<file path="src/hdl/tcw_pkg.sv">
`timescale 1ns / 1ps
`default_nettype none

package tcw_pkg;

	localparam int COLUMNS   = 80;
	localparam int ROWS      = 25;
	localparam int CELLS     = ROWS * COLUMNS;
	localparam int ADDR_W    = $clog2(CELLS);
	localparam int ROW_W     = $clog2(ROWS);
	localparam int COL_W     = $clog2(COLUMNS + 1);
	localparam int LAST_BASE = (ROWS - 1) * COLUMNS;

	localparam logic [7:0] BLANK_CHAR   = 8'h20;
	localparam logic [7:0] NEWLINE_CHAR = 8'h0a;
	localparam logic [7:0] ATTR_RESET   = 8'h0f;

	localparam logic [1:0] OP_PUT   = 2'd0;
	localparam logic [1:0] OP_CLEAR = 2'd1;
	localparam logic [1:0] OP_READ  = 2'd2;

	localparam int QUEUE_DEPTH = 2;
	localparam int QPTR_W      = $clog2(QUEUE_DEPTH);
	localparam int QCNT_W      = $clog2(QUEUE_DEPTH + 1);

	typedef enum logic [2:0] {
		CMD_PUT,
		CMD_NEWLINE,
		CMD_CLEAR,
		CMD_READ,
		CMD_READ_OOR,
		CMD_NOP
	} cmd_kind_t;

	typedef struct packed {
		cmd_kind_t         kind;
		logic [7:0]        ch;
		logic [ADDR_W-1:0] addr;
	} cmd_t;

	typedef enum logic [1:0] {
		ST_IDLE,
		ST_READ_WAIT,
		ST_SCROLL,
		ST_BLANK
	} back_state_t;

endpackage

`default_nettype wire

</file>
<file path="src/hdl/tcw_front.sv">
`timescale 1ns / 1ps
`default_nettype none

module tcw_front import tcw_pkg::*; (
	input  wire logic       clk,
	input  wire logic       arst_n,
	input  wire logic       in_valid,
	output logic            in_ready,
	input  wire logic [1:0] op,
	input  wire logic [7:0] character,
	input  wire logic [4:0] read_row,
	input  wire logic [6:0] read_col,
	input  wire logic       init_busy,
	output logic            cmd_valid,
	output cmd_t            cmd,
	input  wire logic       cmd_pop
);

	cmd_t              cmd_in;
	cmd_t              entry_q [QUEUE_DEPTH];
	logic [QPTR_W-1:0] wr_ptr_q;
	logic [QPTR_W-1:0] rd_ptr_q;
	logic [QCNT_W-1:0] count_q;
	logic              push;
	logic              read_in_range;

	// Classify the incoming transaction and resolve the read address up front
	always_comb begin
		read_in_range = (32'(read_row) < ROWS) && (32'(read_col) < COLUMNS);
		cmd_in.ch     = character;
		cmd_in.addr   = ADDR_W'(32'(read_row) * COLUMNS + 32'(read_col));
		case (op)
			OP_PUT:   cmd_in.kind = (character == NEWLINE_CHAR) ? CMD_NEWLINE : CMD_PUT;
			OP_CLEAR: cmd_in.kind = CMD_CLEAR;
			OP_READ:  cmd_in.kind = read_in_range ? CMD_READ : CMD_READ_OOR;
			default:  cmd_in.kind = CMD_NOP;
		endcase
	end

	assign in_ready  = (count_q != QCNT_W'(QUEUE_DEPTH)) && !init_busy;
	assign push      = in_valid && in_ready;
	assign cmd_valid = (count_q != '0);
	assign cmd       = entry_q[rd_ptr_q];

	always_ff @(posedge clk or negedge arst_n) begin
		if (!arst_n) begin
			wr_ptr_q <= '0;
			rd_ptr_q <= '0;
			count_q  <= '0;
		end else begin
			if (push) begin
				wr_ptr_q <= wr_ptr_q + QPTR_W'(1);
			end
			if (cmd_pop) begin
				rd_ptr_q <= rd_ptr_q + QPTR_W'(1);
			end
			if (push && !cmd_pop) begin
				count_q <= count_q + QCNT_W'(1);
			end else if (!push && cmd_pop) begin
				count_q <= count_q - QCNT_W'(1);
			end
		end
	end

	always_ff @(posedge clk) begin
		if (push) begin
			entry_q[wr_ptr_q] <= cmd_in;
		end
	end

endmodule

`default_nettype wire

</file>
<file path="config.mk">
export PLATFORM = sky130hd
export DESIGN_NAME = tcw_front
export DESIGN_NICKNAME = d
export VERILOG_FILES = /design/src/hdl/tcw_pkg.sv /design/src/hdl/tcw_front.sv
export SDC_FILE = /design/constraint.sdc
export NUM_CORES = 1
export LEC_CHECK = 0
export ABC_AREA = 1
export BUFFER_PORTS_ARGS = -buffer_cell sky130_fd_sc_hd__buf_2
export CAP_MARGIN = 20
export CORE_MARGIN = 2
export CORE_UTILIZATION = 50
export DETAILED_ROUTE_END_ITERATION = 10
export PLACE_DENSITY = 0.75
export SETUP_SLACK_MARGIN = 0.2
export SYNTH_ARGS = -nofsm -noshare
export SYNTH_HDL_FRONTEND = slang
export SYNTH_SLANG_ARGS = --single-unit
</file>
<file path="constraint.sdc">
create_clock -name clk -period 4.9 [get_ports clk]
set_input_delay 0.98 -clock clk [delete_from_list [all_inputs] [get_ports clk]]
set_output_delay 0.98 -clock clk [all_outputs]
set_load 0.05 [all_outputs]
</file>
Yosys cells after proc, flatten, opt, wreduce, memory -nomap -nowiden
Memories as Yosys holds them, arrays and structs flattened.
Index checks and enable logic that the tools add are counted.

cells by class
  multipliers = 1
  muxes and demuxes = 7
  eq/ne operators = 4
  $lt $le $gt $ge = 2
  reduce and logical (&&, ||, !) cells = 11
  add/sub/neg operators = 5

operators with widths
  kind                 count
  $add 11x7->11        1
  $pmux 3 s3           1
  $eq 8x4->1 const B   1
  $lt 7x7->1 const B   1
  $mul 5x3->7 const B  1
  $logic_and 1x1->1    5
  $lt 5x5->1 const B   1
  $mux 2               2
  $reduce_bool 2->1    2
  $logic_not 1->1      3
  $mux 1               3
  $mux 3               1
  $add 1x1->1 const B  2
  $add 2x1->2 const B  1
  $eq 2x1->1 const B   1
  $eq 2x2->1 const B   1
  $logic_not 2->1      1
  $ne 2x2->1 const B   1
  $sub 2x1->2 const B  1

word-level totals
  bits in registers = 4
  memory bits (writable) = 44
  memories kept = 1

memories
  memory   depth  width  read ports  clocked after Yosys merged registers in  wr ports  line             RTL
  entry_q  2      22     1           0                                        1         tcw_front.sv:20  cmd_t entry_q [QUEUE_DEPTH];

Depth between registers and ports, before layout
Gate-level depths: netlist of run 1.

  word-level depth = 7
  depth in mapped cells = 10

Worst setup path after synthesis of run 1
OpenSTA, ideal clock, no wires.

  path kind = input port to flip-flop
  start = input port init_busy
  end = memory entry_q[0][0] in the netlist's numbering (enable)
  buffers on the path = 0
  data required time = 4499 ps
  arrival time = 2667 ps
  cell stages on the path = 3
  setup slack = 1833 ps
  path through = a21oi_2 nand2_1 nor2_1

between the ends
  longest elaborated chain between the ends = 5

RTL lines
  what                          line             RTL
  start, declared               tcw_front.sv:13  input wire logic init_busy,
  $logic_not 1->1               tcw_front.sv:40  assign in_ready = (count_q != QCNT_W'(QUEUE_DEPTH)) && !init_busy;
  $logic_and 1x1->1             tcw_front.sv:40
  $logic_and 1x1->1             tcw_front.sv:41  assign push = in_valid && in_ready;
  $mux 1                        tcw_front.sv:66  if (push) begin
  $mux 1 (not written as such)  tcw_front.sv:67  entry_q[wr_ptr_q] <= cmd_in;
  end, declared                 tcw_front.sv:20

No other way between the ends.

==> results of run 1 <==
[cells by family after synthesis]
family	synth area share
simple gates	0.0948
flops	0.634
buf+inv	0.0468
mux	0.110
fa+ha+maj	0.0736
xor+xnor	0.0273
compound gates	0.0134
[how the worst max path moves through the flow]
| stage | depth (start not counted) | start | endpoint |
|---|---|---|---|
| 2_1_floorplan | 3 | init_busy | entry_q[0][0] |
| 3_3_place_gp | 9 | read_row[1] | entry_q[0][10] |
| 3_5_place_dp | 9 | read_row[1] | entry_q[1][10] |
| 4_1_cts | 2 | rd_ptr_q | cmd[6] |
| 5_1_grt | 2 | rd_ptr_q | cmd[6] |
| 6_report | 2 | rd_ptr_q | cmd[11] |
[flip-flops by register name (all words and copies together) (netlist names)]
register  count
count_q       2
entry_q      44
rd_ptr_q      1
wr_ptr_q      1
[layer usage]
layer,track usage,vias up
li1,-,703
met3,0.0413,9
met4,0.0860,0
met2,0.264,36
met1,0.170,646
met5,0,-
[cell usage in the layout (no fill, tap or decap), drive strengths merged, types with 2 or more instances in the layout]
cell type and count:
a21oi 2, buf 52, clkbuf 5, clkinv 2, dfrtp 4, edfxtp 44
fa 2, ha 10, inv 22, mux2 22, nand2 27, nand3 11
nand4 3, nor2 10, o21ai 2, xnor2 3, xor2 4
[power breakdown]
group	internal [uW]	switching (uW)	leakage, uW
combinational	183	396	0.000648
sequential	523	53.4	0.000449
clock	154	128	0.0000583
total	860	577	0.00115
[through the flow]
step,hold WS (ps),cell area [sq um],utilization,setup slack (ps),cells
4_1_cts,465,2690,0.621,1950,278
2_1_floorplan,446,2240,-,1830,169
5_1_grt,465,2700,0.624,1900,279
3_5_place_dp,462,2570,0.594,2090,270
3_3_place_gp,461,2540,0.588,2140,269
6_report,473,2700,0.624,2010,279
[layout make-up]
| type | count | area [sq um] | area share |
|---|---|---|---|
| multi-input cells | 97 | 722 | 0.267 |
| inverters | 22 | 82.6 | 0.0306 |
| flip-flops and latches | 48 | 1420 | 0.526 |
| clock inverters | 3 | 47.5 | 0.0176 |
| repair buffers | 52 | 293 | 0.108 |
| clock buffers | 5 | 68.8 | 0.0255 |
| well taps | 52 | 65.1 | 0.0241 |
[worst register-to-register path, stage by stage (launching register included)]
cell and delay [ps]:
dfrtp_1 360, inv_1 90, a21oi_2 130, nand2_1 140, nor2_2 410, buf_16 220
==> results_dict.tcl, run 1 <==
set metrics [dict create \
    ys_ff_latch 48 \
    rsz0062_at_grt "false" \
    dieArea_sq_um 5040 \
    cpMaxStageDelayCell "dfrtp_1" \
    drt_first_pass_iters 4 \
    n_antenna_cell 0 \
    synth_seq_area_share 0.634 \
    synth_edf_count 44 \
    vias_per_cell 5.00 \
    grt_max_degree 24 \
    maxUsedRoutingLayer "met4" \
    cts_root_buffer "clkbuf_8" \
    hold_violations 0 \
    start_kind "register" \
    power_uw 1440 \
    p_per_area_nw_per_um2 532 \
    fillCellCount 367 \
    fin_tns_setup_ps 0 \
    r2r-end "entry_q[1][10]" \
    max_freq_mhz 346 \
    wire_per_inst_um 12.8 \
    min_path_type "input pin to async pin" \
    path_buf_inv 1 \
    fin_worst_skew_ps 4.13 \
    synthFlopType "edfxtp_1" \
    die_h_um 71.0 \
    ctsHoldBuffers 0 \
    cts-resized-gates 0 \
    num_io_pins 51 \
    post_synth.cell_area_avg_sq_um 13.3 \
    cpPeakStageDelay_ps 980 \
    coreArea_sq_um 4320 \
    num_vias 1394 \
    cts_buffers 5 \
    antenna_found_initial 0 \
    cts.sinks 48 \
    run_status "finished clean" \
    die_w_um 71.0 \
    synthDistinctLibCells 17 \
    synthesis.nets 208 \
    relSlewSlack 0.363 \
    dr_wl_met2_mm 1.70 \
    clk_pin_slew_worst_paths_ps 80 \
    gp_congestion 0.809 \
    cp_top_family "flip-flops" \
    synth_area_leaders "edfxtp_1 (59%), mux2_2 (11%), ha_1 (5.6%)" \
    synth_top_area_cell "edfxtp_1" \
    grt_overflow 0 \
    grt_pass1_vias 1383 \
    yosysMostFrequentCell "edfxtp_1" \
    r2r_start "count_q[0]" \
    worstMarginPinSlew_ps 956 \
    r2r_slack_ps 3250 \
    crit_path_max_fanout 23 \
    peakVddDrop_mv 0.169 \
    rows 24 \
    clock_latency_ps 290 \
    drc 0 \
    cts_tree "yes" \
    start_util 0.519 \
    worstPathArrival_ps 1910 \
    required_ps 3920 \
    syn_inst 169 \
    area_delta_synth_final_pct 20.4 \
    initialDrtViolationCount 54 \
    synth_top_cell_area_share 0.589 \
    final_layout_size_suffix_gt1_frac 0.374 \
    nNetsFinal 265 \
    max-clock-path-buffers 2 \
    dp_hpwl_mm 2.64 \
    wl_met3_um 184 \
    finalWirelength_mm 3.56 \
    track_usage 0.153 \
    netlist_area_sq_um 2240 \
    antenna_left 0 \
    async_reset_ff_frac 0.0833 \
    setup_viol 0 \
    crit_type "register to output port" \
    power.leakage_uw 0.00115 \
    finalCritPeriodShare 0.591 \
    grt_pass1_wl_mm 5.91 \
    cap_violations 0 \
    port_buffers 50 \
    met1_length_mm 1.58 \
    crit_path_cell_trace "mux2_2 -> buf_2" \
    yosys_warnings 0 \
    min_period_ps 2890 \
    synth_common_cells "edfxtp_1 (44), nand2_1 (27), inv_1 (22), mux2_2 (22), nand3_1 (11)" \
    endpoint_kind "output port" \
    drv_slew 0 \
    r2r_cells 5 \
    htree_num_levels 2 \
    post_cts_buffers 0 \
]
Power figures use the tool's default switching activity.
==> inputs of run 2 (changes only) <==
clock period = 3 ns   (was 4.9 ns; I/O delays follow)
==> run 2 against run 1 <==
Compared with the run above:
- total power up 63%
- clock skew down 0.86 ps
- wire length up 0.48%
- flip-flop and latch count unchanged
- die area unchanged
- sequential power up 56%
- largest cell class unchanged
==> results_dict.tcl, run 2 (synthesized netlist as in run 1, its figures left out) <==
set metrics [dict create \
    run_status "finished clean" \
    r2r_start "count_q[0]" \
    endpoint_kind "output port" \
    vias_per_cell 5.06 \
    finalCritPeriodShare 0.773 \
    p_per_area_nw_per_um2 876 \
    area_delta_synth_final_pct 19.4 \
    top_regs "entry_q (44), count_q (2)" \
    power_frac_comb 0.418 \
    r2r_slack_ps 1320 \
    port_buffers 50 \
    power_uw 2350 \
    peakVddDrop_mv 0.284 \
    crit_path_cell_trace "buf_4 -> mux2_2 -> buf_2" \
    p_sw_uw 948 \
    crit_path_max_fanout 17 \
    cpMaxStageDelayCell "dfrtp_1" \
    cap_violations 0 \
    layout_commonest_cell "buf_2" \
    track_usage 0.154 \
    antenna_left 0 \
    htree_num_levels 2 \
    gp_congestion 0.834 \
    fillCellCount 357 \
    cts_buffers 5 \
    setup_viol 0 \
    final_cell_mix "buf_2 (50), edfxtp_1 (44), nand2_1 (27), inv_1 (22), mux2_2 (22)" \
    coreArea_sq_um 4320 \
    top_register "entry_q" \
    cts.sinks 48 \
    rsz0062_at_grt "false" \
    p_clk_frac 0.198 \
    finalWirelength_mm 3.58 \
    initialDrtViolationCount 63 \
    hold_violations 0 \
    clock_latency_ps 300 \
    max_freq_mhz 431 \
    required_ps 2400 \
    power.leakage_uw 0.00115 \
    relSlewSlack 0.788 \
    dieArea_sq_um 5040 \
    drc 0 \
    cts_tree "yes" \
    drv_slew 0 \
    post_cts_buffers 0 \
    die_h_um 71.0 \
    fin_worst_skew_ps 3.27 \
    max-clock-path-buffers 2 \
    min_period_ps 2320 \
    grt_pass1_vias 1396 \
    nNetsFinal 266 \
    final_layout_size_suffix_gt1_frac 0.377 \
    dp_hpwl_mm 2.73 \
    cts-resized-gates 0 \
    num_vias 1417 \
    die_w_um 71.0 \
    grt_overflow 0 \
    worstPathArrival_ps 1720 \
    ctsHoldBuffers 0 \
    cpPeakStageDelay_ps 500 \
    wire_per_inst_um 12.8 \
    drt_first_pass_iters 5 \
    crit_type "register to output port" \
    fin_tns_setup_ps 0 \
    cts_root_buffer "clkbuf_8" \
    grt_max_degree 21 \
    n_antenna_cell 0 \
    grt_pass1_wl_mm 5.87 \
    r2r_cells 5 \
    antenna_found_initial 0 \
    rows 24 \
    seq_power_share 0.383 \
    num_io_pins 51 \
    start_util 0.519 \
    p_int_uw 1400 \
    largest_reg_flops 44 \
    r2r-end "entry_q[1][0]" \
    worstMarginPinSlew_ps 317 \
    start_kind "register" \
    p_sw_frac 0.404 \
    min_path_type "input pin to async pin" \
    clk_pin_slew_worst_paths_ps 80 \
]
## run 2: cell count changes in the layout (fill, tap and decap cells not counted)
cell	before	now
buf_8	1	0
clkinv_4	2	0
clkinvlp_4	0	1
inv_6	0	1
buf_16	1	0
buf_4	0	3
## run 2: worst max path at each step
stage               slack [ps]   startpoint              to
floorplan                  310    init_busy   entry_q[0][0]
global placement           620  read_row[1]  entry_q[0][10]
detailed placement         550  read_row[1]  entry_q[1][10]
CTS                        650     rd_ptr_q          cmd[8]
global route               600     rd_ptr_q         cmd[10]
finish                     680     rd_ptr_q         cmd[18]
## run 2: through the flow
| step | area (sq um) | cells | utilization | hold slack, ps | setup slack, ps |
|---|---|---|---|---|---|
| after floorplan | 2240 | 169 | - | 304 | 313 |
| after global placement | 2560 | 272 | 0.593 | 410 | 620 |
| after detailed placement | 2560 | 272 | 0.593 | 412 | 552 |
| after CTS | 2680 | 280 | 0.620 | 82.3 | 649 |
| after global routing | 2680 | 280 | 0.620 | 80.9 | 599 |
| final | 2680 | 280 | 0.620 | 88.3 | 680 |
## run 2: worst max-delay path: cells and delay by family (launching register included)
family | cells | cell delay (ps)
DFF | 1 | 500
buffers and inverters | 2 | 530
muxes | 1 | 370
## run 2: final cells by class
cell class | count | area (sq um) | share of cell area
clock buffer | 5 | 68.8 | 0.0257
clock inverter | 3 | 46.3 | 0.0173
inverter | 22 | 82.6 | 0.0308
multi-input combinational | 97 | 722 | 0.270
sequential | 48 | 1420 | 0.531
tap | 52 | 65.1 | 0.0243
timing repair buffer | 53 | 273 | 0.102
## run 2: power groups by stage
stage	clock [uW]	sequential (uW)	combinational, uW
final	465	900	982
after global routing	494	911	1040
after CTS	473	902	993
after detailed placement	0	916	993
after global placement	0	911	982
after floorplan	0	903	807
## run 2: metal layers
| layer | track usage | up-vias | wire [um] |
|---|---|---|---|
| met2 | 0.265 | 42 | 1800 |
| met4 | 0.0797 | 0 | 55 |
| li1 | - | 704 | - |
| met5 | 0 | - | 0 |
| met3 | 0.0527 | 5 | 228 |
| met1 | 0.170 | 666 | 1500 |
